[src/rtl/mm_pkg.sv]
package mm_pkg;

    localparam int ROW_W   = 3;
    localparam int VAL_W   = 16;
    localparam int PROD_W  = 40;
    localparam int MUL_W   = 2 * VAL_W;
    localparam int CFG_W   = 4;
    localparam int CFG_IDX_W = 2;

    // Configuration register indexes.
    localparam logic [CFG_IDX_W-1:0] CFG_ROWS_A    = 2'd0;
    localparam logic [CFG_IDX_W-1:0] CFG_INNER_DIM = 2'd1;
    localparam logic [CFG_IDX_W-1:0] CFG_COLS_B    = 2'd2;

    localparam logic [CFG_W-1:0] DIM_RESET = 4'd8;

    // Load kinds.
    localparam logic KIND_A = 1'b0;
    localparam logic KIND_B = 1'b1;

    typedef struct packed {
        logic                     kind;
        logic [ROW_W-1:0]         row;
        logic [ROW_W-1:0]         col;
        logic signed [VAL_W-1:0]  value;
        logic                     last;
    } t_in_item;

    typedef struct packed {
        logic [ROW_W-1:0]         out_row;
        logic [ROW_W-1:0]         out_col;
        logic signed [PROD_W-1:0] product;
        logic                     final_res;
    } t_out_item;

endpackage

[src/rtl/mm_ram.sv]
module mm_ram #(
    parameter int WIDTH = 16,
    parameter int DEPTH = 64
) (
    input  logic                     i_clk,
    input  logic                     i_we,
    input  logic [$clog2(DEPTH)-1:0] i_waddr,
    input  logic [WIDTH-1:0]         i_wdata,
    input  logic [$clog2(DEPTH)-1:0] i_raddr,
    output logic [WIDTH-1:0]         o_rdata
);

    logic [WIDTH-1:0] r_mem [DEPTH];
    logic [WIDTH-1:0] r_rdata;

    always_ff @(posedge i_clk) begin
        if (i_we) begin
            r_mem[i_waddr] <= i_wdata;
        end
        r_rdata <= r_mem[i_raddr];
    end

    assign o_rdata = r_rdata;

endmodule

[src/rtl/matrix_multiply.sv]
// Matrix multiplier C = A x B on signed Q8.8 elements, exact Q24.16 results.
// Input channel (i_valid / o_stall): each beat loads one element of A or B,
// with its row and column, into an on-chip store. Loads are taken one per
// cycle while idle. Loads with a row or column beyond the store are dropped.
// A beat marked last is stored and then starts the multiply; o_stall stays
// high until the final result element has been placed in the output register.
// Output channel (o_valid / i_stall): one beat per element of C in row-major
// order, the final one flagged by final_res. For each element the sequencer
// issues inner_dim reads from the single read port of each store; the read
// data, the product and the running sum are each registered in turn. A stall
// holds the output register and the sequencer waits before emitting the next
// element. New loads may be accepted while the final result still sits in the
// output register.
// The user must write the dimension registers via the plain write port while
// idle, unenforced by the block. Values are clamped to 1..MAX_DIM before use.
// Reset sets all dimensions to 8 and empties the pipeline; the stores are
// not cleared and must be loaded before they are read.
module matrix_multiply
    import mm_pkg::*;
#(
    parameter int MAX_DIM = 8
) (
    input  logic                 i_clk,
    input  logic                 i_rst_n,
    input  logic                 i_valid,
    output logic                 o_stall,
    input  t_in_item             i_in,
    output logic                 o_valid,
    input  logic                 i_stall,
    output t_out_item            o_out,
    input  logic                 i_cfg_we,
    input  logic [CFG_IDX_W-1:0] i_cfg_idx,
    input  logic [CFG_W-1:0]     i_cfg_data
);

    localparam int DEPTH = MAX_DIM * MAX_DIM;
    localparam int AW    = $clog2(DEPTH);
    localparam int IW    = $clog2(MAX_DIM);

    typedef enum logic [1:0] {
        S_IDLE,
        S_MAC,
        S_EMIT
    } t_state;

    // Turns a dimension register into the index of its last element.
    function automatic logic [IW-1:0] last_index(input logic [CFG_W-1:0] d);
        logic [IW-1:0] res;
        if (d == '0) begin
            res = '0;
        end else if (32'(d) > MAX_DIM) begin
            res = IW'(MAX_DIM - 1);
        end else begin
            res = IW'(d - 4'd1);
        end
        return res;
    endfunction

    t_state                   r_state;
    logic [CFG_W-1:0]         r_rows_a;
    logic [CFG_W-1:0]         r_inner_dim;
    logic [CFG_W-1:0]         r_cols_b;
    logic [IW-1:0]            r_m_lim;
    logic [IW-1:0]            r_k_lim;
    logic [IW-1:0]            r_n_lim;
    logic [IW-1:0]            r_i;
    logic [IW-1:0]            r_j;
    logic [IW-1:0]            r_k;
    logic                     r_issuing;
    logic                     r_rd_vld;
    logic                     r_rd_first;
    logic                     r_rd_last;
    logic                     r_mul_vld;
    logic                     r_mul_first;
    logic                     r_mul_last;
    logic signed [MUL_W-1:0]  r_prod;
    logic signed [PROD_W-1:0] r_acc;
    logic                     r_out_vld;
    t_out_item                r_out;

    logic                     in_acc;
    logic                     in_range;
    logic                     a_we;
    logic                     b_we;
    logic [AW-1:0]            waddr;
    logic [AW-1:0]            a_raddr;
    logic [AW-1:0]            b_raddr;
    logic [VAL_W-1:0]         a_rdata;
    logic [VAL_W-1:0]         b_rdata;
    logic signed [PROD_W-1:0] sum;
    logic                     out_free;
    logic                     is_final;

    assign o_stall  = (r_state != S_IDLE);
    assign in_acc   = i_valid && !o_stall;
    assign in_range = (32'(i_in.row) < MAX_DIM) && (32'(i_in.col) < MAX_DIM);
    assign waddr    = AW'(32'(i_in.row) * MAX_DIM + 32'(i_in.col));
    assign a_we     = in_acc && in_range && (i_in.kind == KIND_A);
    assign b_we     = in_acc && in_range && (i_in.kind == KIND_B);

    // A is walked along row i, B down column j.
    assign a_raddr  = AW'(32'(r_i) * MAX_DIM + 32'(r_k));
    assign b_raddr  = AW'(32'(r_k) * MAX_DIM + 32'(r_j));

    mm_ram #(
        .WIDTH (VAL_W),
        .DEPTH (DEPTH)
    ) u_a_ram (
        .i_clk   (i_clk),
        .i_we    (a_we),
        .i_waddr (waddr),
        .i_wdata (i_in.value),
        .i_raddr (a_raddr),
        .o_rdata (a_rdata)
    );

    mm_ram #(
        .WIDTH (VAL_W),
        .DEPTH (DEPTH)
    ) u_b_ram (
        .i_clk   (i_clk),
        .i_we    (b_we),
        .i_waddr (waddr),
        .i_wdata (i_in.value),
        .i_raddr (b_raddr),
        .o_rdata (b_rdata)
    );

    assign sum      = (r_mul_first ? PROD_W'(0) : r_acc) + PROD_W'(r_prod);
    assign out_free = !r_out_vld || !i_stall;
    assign is_final = (r_i == r_m_lim) && (r_j == r_n_lim);

    // Configuration registers.
    always_ff @(posedge i_clk) begin
        if (!i_rst_n) begin
            r_rows_a    <= DIM_RESET;
            r_inner_dim <= DIM_RESET;
            r_cols_b    <= DIM_RESET;
        end else if (i_cfg_we) begin
            unique case (i_cfg_idx)
                CFG_ROWS_A:    r_rows_a    <= i_cfg_data;
                CFG_INNER_DIM: r_inner_dim <= i_cfg_data;
                CFG_COLS_B:    r_cols_b    <= i_cfg_data;
                default:       ;
            endcase
        end
    end

    // Multiply-accumulate datapath: read data, product, running sum.
    always_ff @(posedge i_clk) begin
        if (!i_rst_n) begin
            r_rd_vld  <= 1'b0;
            r_mul_vld <= 1'b0;
        end else begin
            r_rd_vld  <= r_issuing;
            r_mul_vld <= r_rd_vld;
        end
        r_rd_first  <= (r_k == '0);
        r_rd_last   <= (r_k == r_k_lim);
        r_mul_first <= r_rd_first;
        r_mul_last  <= r_rd_last;
        r_prod      <= $signed(a_rdata) * $signed(b_rdata);
        if (r_mul_vld) begin
            r_acc <= sum;
        end
    end

    // Sequencer and output register.
    always_ff @(posedge i_clk) begin
        if (!i_rst_n) begin
            r_state   <= S_IDLE;
            r_issuing <= 1'b0;
            r_out_vld <= 1'b0;
        end else begin
            // In the emit state the output register is handled below.
            if (r_out_vld && !i_stall && (r_state != S_EMIT)) begin
                r_out_vld <= 1'b0;
            end
            unique case (r_state)
                S_IDLE: begin
                    if (in_acc && i_in.last) begin
                        r_m_lim   <= last_index(r_rows_a);
                        r_k_lim   <= last_index(r_inner_dim);
                        r_n_lim   <= last_index(r_cols_b);
                        r_i       <= '0;
                        r_j       <= '0;
                        r_k       <= '0;
                        r_issuing <= 1'b1;
                        r_state   <= S_MAC;
                    end
                end
                S_MAC: begin
                    if (r_issuing) begin
                        if (r_k == r_k_lim) begin
                            r_issuing <= 1'b0;
                        end else begin
                            r_k <= r_k + 1'b1;
                        end
                    end
                    if (r_mul_vld && r_mul_last) begin
                        r_state <= S_EMIT;
                    end
                end
                S_EMIT: begin
                    if (out_free) begin
                        r_out_vld         <= 1'b1;
                        r_out.out_row     <= ROW_W'(r_i);
                        r_out.out_col     <= ROW_W'(r_j);
                        r_out.product     <= r_acc;
                        r_out.final_res   <= is_final;
                        if (is_final) begin
                            r_state <= S_IDLE;
                        end else begin
                            if (r_j == r_n_lim) begin
                                r_j <= '0;
                                r_i <= r_i + 1'b1;
                            end else begin
                                r_j <= r_j + 1'b1;
                            end
                            r_k       <= '0;
                            r_issuing <= 1'b1;
                            r_state   <= S_MAC;
                        end
                    end
                end
                default: r_state <= S_IDLE;
            endcase
        end
    end

    assign o_valid = r_out_vld;
    assign o_out   = r_out;

    // The pipeline has drained by the time an element is emitted.
    a_emit_drained: assert property (@(posedge i_clk) disable iff (!i_rst_n)
        (r_state == S_EMIT) |-> (!r_rd_vld && !r_mul_vld))
        else $error("result emitted while products still in flight");

    // The last product of an element always moves the sequencer to emit.
    a_last_to_emit: assert property (@(posedge i_clk) disable iff (!i_rst_n)
        (r_mul_vld && r_mul_last) |=> (r_state == S_EMIT))
        else $error("final product did not lead to emit");

    // The stores are never written while a multiply reads them.
    a_no_write_busy: assert property (@(posedge i_clk) disable iff (!i_rst_n)
        (r_state != S_IDLE) |-> (!a_we && !b_we))
        else $error("store written during multiply");

    // Reads are issued only inside the multiply-accumulate phase.
    a_issue_in_mac: assert property (@(posedge i_clk) disable iff (!i_rst_n)
        r_issuing |-> (r_state == S_MAC))
        else $error("read issued outside accumulate phase");

endmodule
[config.mk]
export PLATFORM = sky130hd
export DESIGN_NAME = matrix_multiply
export DESIGN_NICKNAME = d
export VERILOG_FILES = /design/src/rtl/mm_pkg.sv /design/src/rtl/mm_ram.sv /design/src/rtl/matrix_multiply.sv
export SDC_FILE = /design/constraint.sdc
export NUM_CORES = 2
export LEC_CHECK = 0
export BUFFER_PORTS_ARGS = -buffer_cell sky130_fd_sc_hd__buf_2
export CAP_MARGIN = 20
export CORE_MARGIN = 4
export CORE_UTILIZATION = 55
export DETAILED_ROUTE_END_ITERATION = 10
export MAX_ROUTING_LAYER = met4
export PLACE_DENSITY = 0.82
export SLEW_MARGIN = 20
export SYNTH_ARGS = -nofsm -noshare
export SYNTH_HDL_FRONTEND = slang
export SYNTH_SLANG_ARGS = --single-unit
[constraint.sdc]
create_clock -name i_clk -period 6.1 [get_ports i_clk]
set_input_delay 0 -clock i_clk [delete_from_list [all_inputs] [get_ports i_clk]]
set_output_delay 0 -clock i_clk [all_outputs]
set_load 0.01 [all_outputs]
### Word-level counts from Yosys, hierarchy flattened

Memory sizes are Yosys's and may differ from the RTL's. A register that Yosys moved wholly into a read port is not among the register bits.
Cells that the tools add are included.
W data, S select, Z words.

* flip-flop bits (word level): 159
* bits in writable memories: 2048
* input port bits: 35
* output and inout port bits: 49
* word-level logic and storage cells: 123
* memories: 2

Memories
* u_a_ram.r_mem: depth 64, bits a word 16, rd ports 1, clocked after memory_dff 1, write ports 1, RTL line mm_ram.sv:13 `logic [WIDTH-1:0] r_mem [DEPTH];`
* u_b_ram.r_mem: depth 64, bits a word 16, rd ports 1, clocked after memory_dff 1, write ports 1, RTL line mm_ram.sv:13

* $add $sub $neg: 10
* multipliers: 1
* magnitude comparators: 3
* equal/unequal tests: 15
* mux-type cells: 36
* bitwise gates (word level): 1
* reduce and logical (&&, ||, !) cells: 31

Operator list (number)
* $mux W3: 14
* $add A40 B32 Y40: 1
* $mux W40: 1
* $mul A16 B16 Y32: 1
* $add A6 B3 Y6: 3
* $ne A2 B2 Y1 const B: 8
* $mux W1: 13
* $gt A4 B4 Y1 const B: 3
* $logic_not A4 Y1: 3
* $pmux W3 S2: 2
* $add A3 B1 Y3 const B: 3
* $eq A3 B3 Y1: 3
* $pmux W3 S3: 1
* $reduce_and A3 Y1: 3
* $sub A3 B1 Y3 const B: 3
* $logic_and A1 B1 Y1: 8
* $reduce_and A7 Y1: 1
* $mux W2: 3
* $pmux W2 S3: 1
* $reduce_and A2 Y1: 3
* $reduce_and A6 Y1: 1
* $reduce_and A5 Y1: 1
* $eq A2 B1 Y1 const B: 2
* $eq A2 B2 Y1 const B: 2
* 9 further kinds: 13

### Longest topological paths before layout

* word-level depth: 6
* gate-level depth with buffers: 24
* depth with buffers taken out: 22

### Modules after synthesis

Synthesis repeated with hierarchy kept, for this count alone.

* cells, all modules: 5347
* area, all modules: 97208.2 um^2

Modules (own cells, without submodules)
* mm_ram: instances 2, cells an instance 1829, area each 40042.2 um^2, seq. area each 31069.8 um^2
* matrix_multiply: instances 1, cells an instance 1689, area each 17123.9 um^2, seq. area each 4234.1 um^2

### Worst setup path before layout

No wires, ideal clock.

* path type: register -> register
* from: register u_a_ram.r_rdata[15], in the netlist u_a_ram.o_rdata[15] (read register of u_a_ram.r_mem)
* to: register r_prod[30]
* setup time: 0.127 ns
* arrival time: 5.754 ns
* data required time: 5.973 ns
* setup slack: 0.219 ns
* cell stages (with the launch flop): 23
* path buffers: 2
* clock period less this slack: 5.881 ns
* cells stage by stage: dfxtp_1 clkbuf_1 nand2_1 inv_1 fa_1 fa_1 fa_1 fa_1 fa_1 inv_1 fa_1 inv_1 ha_1 clkbuf_1 a21oi_1 o21ai_0 a21oi_1 o21ai_0 a2111oi_0 nor2_1 a221oi_1 o21ai_0 xor2_1

* word-level cells in the longest chain between the ends: 1

RTL lines
* start: declaration: RTL line mm_ram.sv:14 `logic [WIDTH-1:0] r_rdata;`
* $mul A16 B16 Y32: RTL line matrix_multiply.sv:162 `r_prod <= $signed(a_rdata) * $signed(b_rdata);`
* end signal: assignment: RTL line matrix_multiply.sv:162
* end: declaration: RTL line matrix_multiply.sv:76 `logic signed [MUL_W-1:0] r_prod;`

No other way between the ends.
A chain may end at the register's enable or synchronous reset.

### Final worst setup path

* from: register u_a_ram.r_rdata[5], in the netlist u_a_ram.o_rdata[5] (read register of u_a_ram.r_mem)
* to: register r_prod[30]

The elaborated chain is that of the path after synthesis.

==> flow_metrics.py <==
metrics = {
    "sta": {
        "slew_viol_final": 0,
        "rsz0062_at_grt": "false",
        "max-slew-margin-rel_pct": 16.3,
        "period_minus_slack_ps": 5900,
        "setup_viol": 0,
        "finClkSkew_ps": 69.4,
        "fin_crit_sh_pct": 96.7,
        "max_slew.worst_pin.slew_ps": 1250,
        "max_freq_mhz": 170,
        "finalWorstSetupSlack_ps": 202,
        "hold_viol": 0,
    },
    "routing": {
        "route.detailed.drc": 0,
        "num_vias": 51400,
        "drtIter0Drc": 8665,
        "drt_pre_antenna_iters": 6,
        "ant_nets": 0,
        "wl_per_cell_um": 34.6,
        "routed_wl_mm": 265,
        "via_per_inst": 6.71,
    },
    "setup_path": {
        "path_class": "register to register",
        "cp-start-kind": "register",
        "critical_path.max_fanout": 9,
        "crit_required_ps": 6840,
        "arrival_ps": 6640,
        "rr_worst_depth": 20,
        "regToRegStartpoint": "u_a_ram.o_rdata[5]$_DFF_P_",
        "r2r-end": "r_prod[30]$_DFF_P_",
        "ff2ff_setup_slack_ps": 200,
        "crit_path_end_kind": "register",
    },
    "floorplanning": {
        "ios": 84,
        "die_area_um2": 181000,
        "rows": 152,
        "die_h_um": 425,
        "core-area_um2": 172000,
        "start_util_pct": 55.5,
        "die_w_um": 425,
    },
    "clocking": {
        "clk_path_buf_depth": 3,
        "tritoncts": "yes",
        "insertion_delay_ps": 900,
        "cts_max_level": 4,
        "clock-sinks": 2239,
        "root_buffer": "clkbuf_16",
        "cts_buffers": 208,
        "clkTransAtPathRegs_ps": 70,
        "cts_setup_buffers": 0,
    },
    "power_and_ir_drop": {
        "ir_drop_uv": 1850,
        "comb_power_share_pct": 47.4,
        "pwr-share-clk_pct": 22.7,
        "p_sw_share_pct": 35.9,
        "pwr-share-seq_pct": 29.9,
        "p_sw_mw": 21.4,
        "p_leak_nw": 36.4,
        "p_int_mw": 38.1,
        "power_density_nw_per_um2": 552,
    },
    "synth": {
        "synth.avg_cell_area_um2": 20.1,
        "yosys.area_share.simple_pct": 3.25,
        "yosys.cell_types.count": 59,
        "ys_seq_area_share_pct": 69.4,
        "synth_fa_ha_area_share_pct": 7.18,
        "synth_compound_area_share_pct": 1.37,
        "synth_top_family_by_area": "multiplexers",
        "syn-cell-area_um2": 95700,
        "async_flop_share_pct": 0,
        "synth_ff_type": "edfxtp_1",
        "ys_seq_elements": 2239,
        "synth_edf_count": 2153,
        "muxShareOfSynthArea_pct": 15.9,
        "yosys_warnings": 0,
        "synth_nets": 5191,
        "synth_xor_area_share_pct": 0.760,
        "synthCells": 4765,
    },
    "cells_and_area": {
        "layout.nets": 5570,
        "area_delta_synth_final_pct": 12.6,
        "fillerInstances": 11000,
        "final_cells": 7657,
        "drive_gt1_share_pct": 25.3,
    },
    "placement": {
        "gp_congestion": 0.884,
        "placedCellCount": 7199,
        "io_buffers": 83,
        "dp_slack_ps": -53.5,
        "hpwlAfterDp_mm": 135,
    },
    "run_status": {
        "status": "finished clean",
    },
    "global_route": {
        "grtUsageTotal_pct": 30.5,
        "grt_max_degree": 130,
        "grt_first_pass_wirelength_mm": 382,
        "antenna_found_initial": 25,
        "overflow": 0,
        "grt_pass1_vias": 52000,
    },
    "flow_run": {
        "maxCapViolations": 0,
    },
    "min_path": {
        "whs_endpoint": "r_inner_dim[1]$_SDFFE_PN0P_",
        "hold_path_class": "input port to register",
        "min_from": "i_cfg_data[1]",
        "min_path_cells": 4,
    },
}
[repair_timing]
| action | in CTS | in global routing |
|---|---|---|
| endpoints found under the hold margin | 702 | 0 |
| hold buffers | 43 | 0 |
| gates resized for setup | 3 | 26 |
| gates cloned | 0 | 0 |
| setup endpoints to repair | 2 | 7 |
| pin swaps | 0 | 8 |
[power groups by stage]
| stage | combinational, mW | sequential, mW | clock, mW |
|---|---|---|---|
| 2_1_floorplan | 19.8 | 18.0 | 0 |
| 3_3_place_gp | 26.8 | 18.1 | 0 |
| 3_5_place_dp | 27.5 | 18.1 | 0 |
| 4_1_cts | 27.8 | 17.8 | 13.5 |
| 5_1_grt | 31.8 | 17.8 | 14.3 |
| 6_report | 28.2 | 17.8 | 13.5 |
[flip-flops by register name, indices dropped and copies added, names as in the netlist, 4 cells and up]
| name | count |
|---|---|
| r_inner_dim | 4 |
| u_a_ram.r_mem | 1024 |
| r_prod | 32 |
| u_b_ram.r_mem | 1024 |
| u_b_ram.o_rdata | 16 |
| u_a_ram.o_rdata | 16 |
| r_cols_b | 4 |
| r_rows_a | 4 |
| r_acc | 40 |
| o_out | 47 |
[how the worst max path moves through the flow]
stage	to	startpoint	depth (start not counted)	slack [ps]
finish	r_prod[30]$_DFF_P_	u_a_ram.o_rdata[5]$_DFF_P_	20	200
detailed placement	r_prod[31]$_DFF_P_	u_b_ram.o_rdata[2]$_DFF_P_	18	-50
floorplan	r_prod[30]$_DFF_P_	u_a_ram.o_rdata[15]$_DFF_P_	22	220
global route	r_prod[31]$_DFF_P_	u_a_ram.o_rdata[11]$_DFF_P_	23	10
CTS	r_prod[30]$_DFF_P_	u_b_ram.o_rdata[1]$_DFF_P_	19	3
global placement	r_prod[30]$_DFF_P_	u_b_ram.o_rdata[1]$_DFF_P_	21	10
[cell usage in the layout, fill, tap and decap left out, drive strengths merged, types with 6 or more instances in the layout]
cell type / instances
mux4: 672
clkbuf: 250
bufinv: 22
dfxtp: 86
nand2b: 19
xor2: 24
a21oi: 69
buf: 334
nand2: 180
o21ai: 38
fa: 263
nor3: 14
and2: 131
ha: 128
dlygate4sd3: 43
clkinvlp: 12
nor2b: 59
nor2: 189
a31oi: 6
clkinv: 98
inv: 312
and3: 11
o21a: 12
nand4: 6
o211ai: 8
diode: 27
a21o: 33
nand3: 16
xnor2: 59
mux2i: 10
edfxtp: 2153
[Yosys cell counts (all sizes together) (6+ instances only)]
| cell type | count | area [µm²] |
|---|---|---|
| edfxtp | 2153 | 64700 |
| a21oi | 69 | 345 |
| inv | 308 | 1160 |
| nor3 | 14 | 70.1 |
| buf | 85 | 449 |
| nand3 | 16 | 80.1 |
| xor2 | 24 | 210 |
| and2 | 131 | 820 |
| fa | 263 | 5270 |
| nand2b | 19 | 119 |
| o21ai | 38 | 194 |
| a21o | 33 | 248 |
| ha | 128 | 1600 |
| clkbuf | 123 | 462 |
| mux2i | 10 | 100 |
| nand4 | 6 | 37.5 |
| and3 | 11 | 68.8 |
| o211ai | 8 | 60.1 |
| xnor2 | 59 | 517 |
| dfxtp | 86 | 1720 |
| nor2 | 189 | 709 |
| o21a | 12 | 90.1 |
| mux4 | 672 | 15100 |
| nor2b | 59 | 369 |
| a31oi | 6 | 37.5 |
| nand2 | 180 | 676 |
[area by class of cell]
class                   count  area, µm²  area share (%)
diodes                     27       67.6          0.0627
clock buffers             250       5500            5.10
clock inverters           136       1440            1.33
inverters                 308       1160            1.07
multi-input cells        2010      27300            25.3
flip-flops and latches   2239      66400            61.6
well taps                2310       2890            2.68
repair buffers            377       3050            2.83
[worst max-delay path, stage by stage, from the launching register on]
cell and delay, ps:
dfxtp_1 360, buf_4 190, and2_1 170, fa_1 470, inv_1 50, fa_1 460, fa_1 510, fa_1 550
inv_1 50, fa_1 490, fa_1 410, ha_1 310, a21o_1 190, a21o_1 180, a21oi_1 180, o21ai_2 120
a2111oi_2 350, nor2_1 140, a221oi_1 290, o21ai_0 140, xor2_1 150
[routing by layer]
layer	vias to the layer above	GRT usage, %	part of all wire, %
met5	-	-	0
met2	4607	47.3	49
met3	951	7.36	12
met1	26300	38.2	33
li1	19500	-	-
met4	0	15.0	6.0
[metrics by stage]
stage               setup TNS (ps)  instance area, µm²  power, mW  util [%]  hold WS (ps)
finish                           0              108000       59.5      62.6          87.7
global route                     0              108000       63.8      62.5          60.1
CTS                              0              108000       59.1      62.4         0.214
detailed placement           -83.4              100000       45.6      58.2           278
global placement                 0              100000       44.9      58.2           261
floorplan                        0               95700       37.8         -          98.9
[cells by family (layout without fill, tap and decap cells)]
| group | count (synthesis) | count (layout) |
|---|---|---|
| and+or+nand+nor | 647 | 647 |
| xor gates and xnor gates | 83 | 83 |
| buffers and inverters | 516 | 1071 |
| adders and majority gates | 391 | 391 |
| muxes | 682 | 682 |
| DFF | 2239 | 2239 |
| AOI/OAI and AO/OA | 207 | 207 |
| other | 0 | 27 |
No activity file was read; power rests on OpenSTA's default activity.
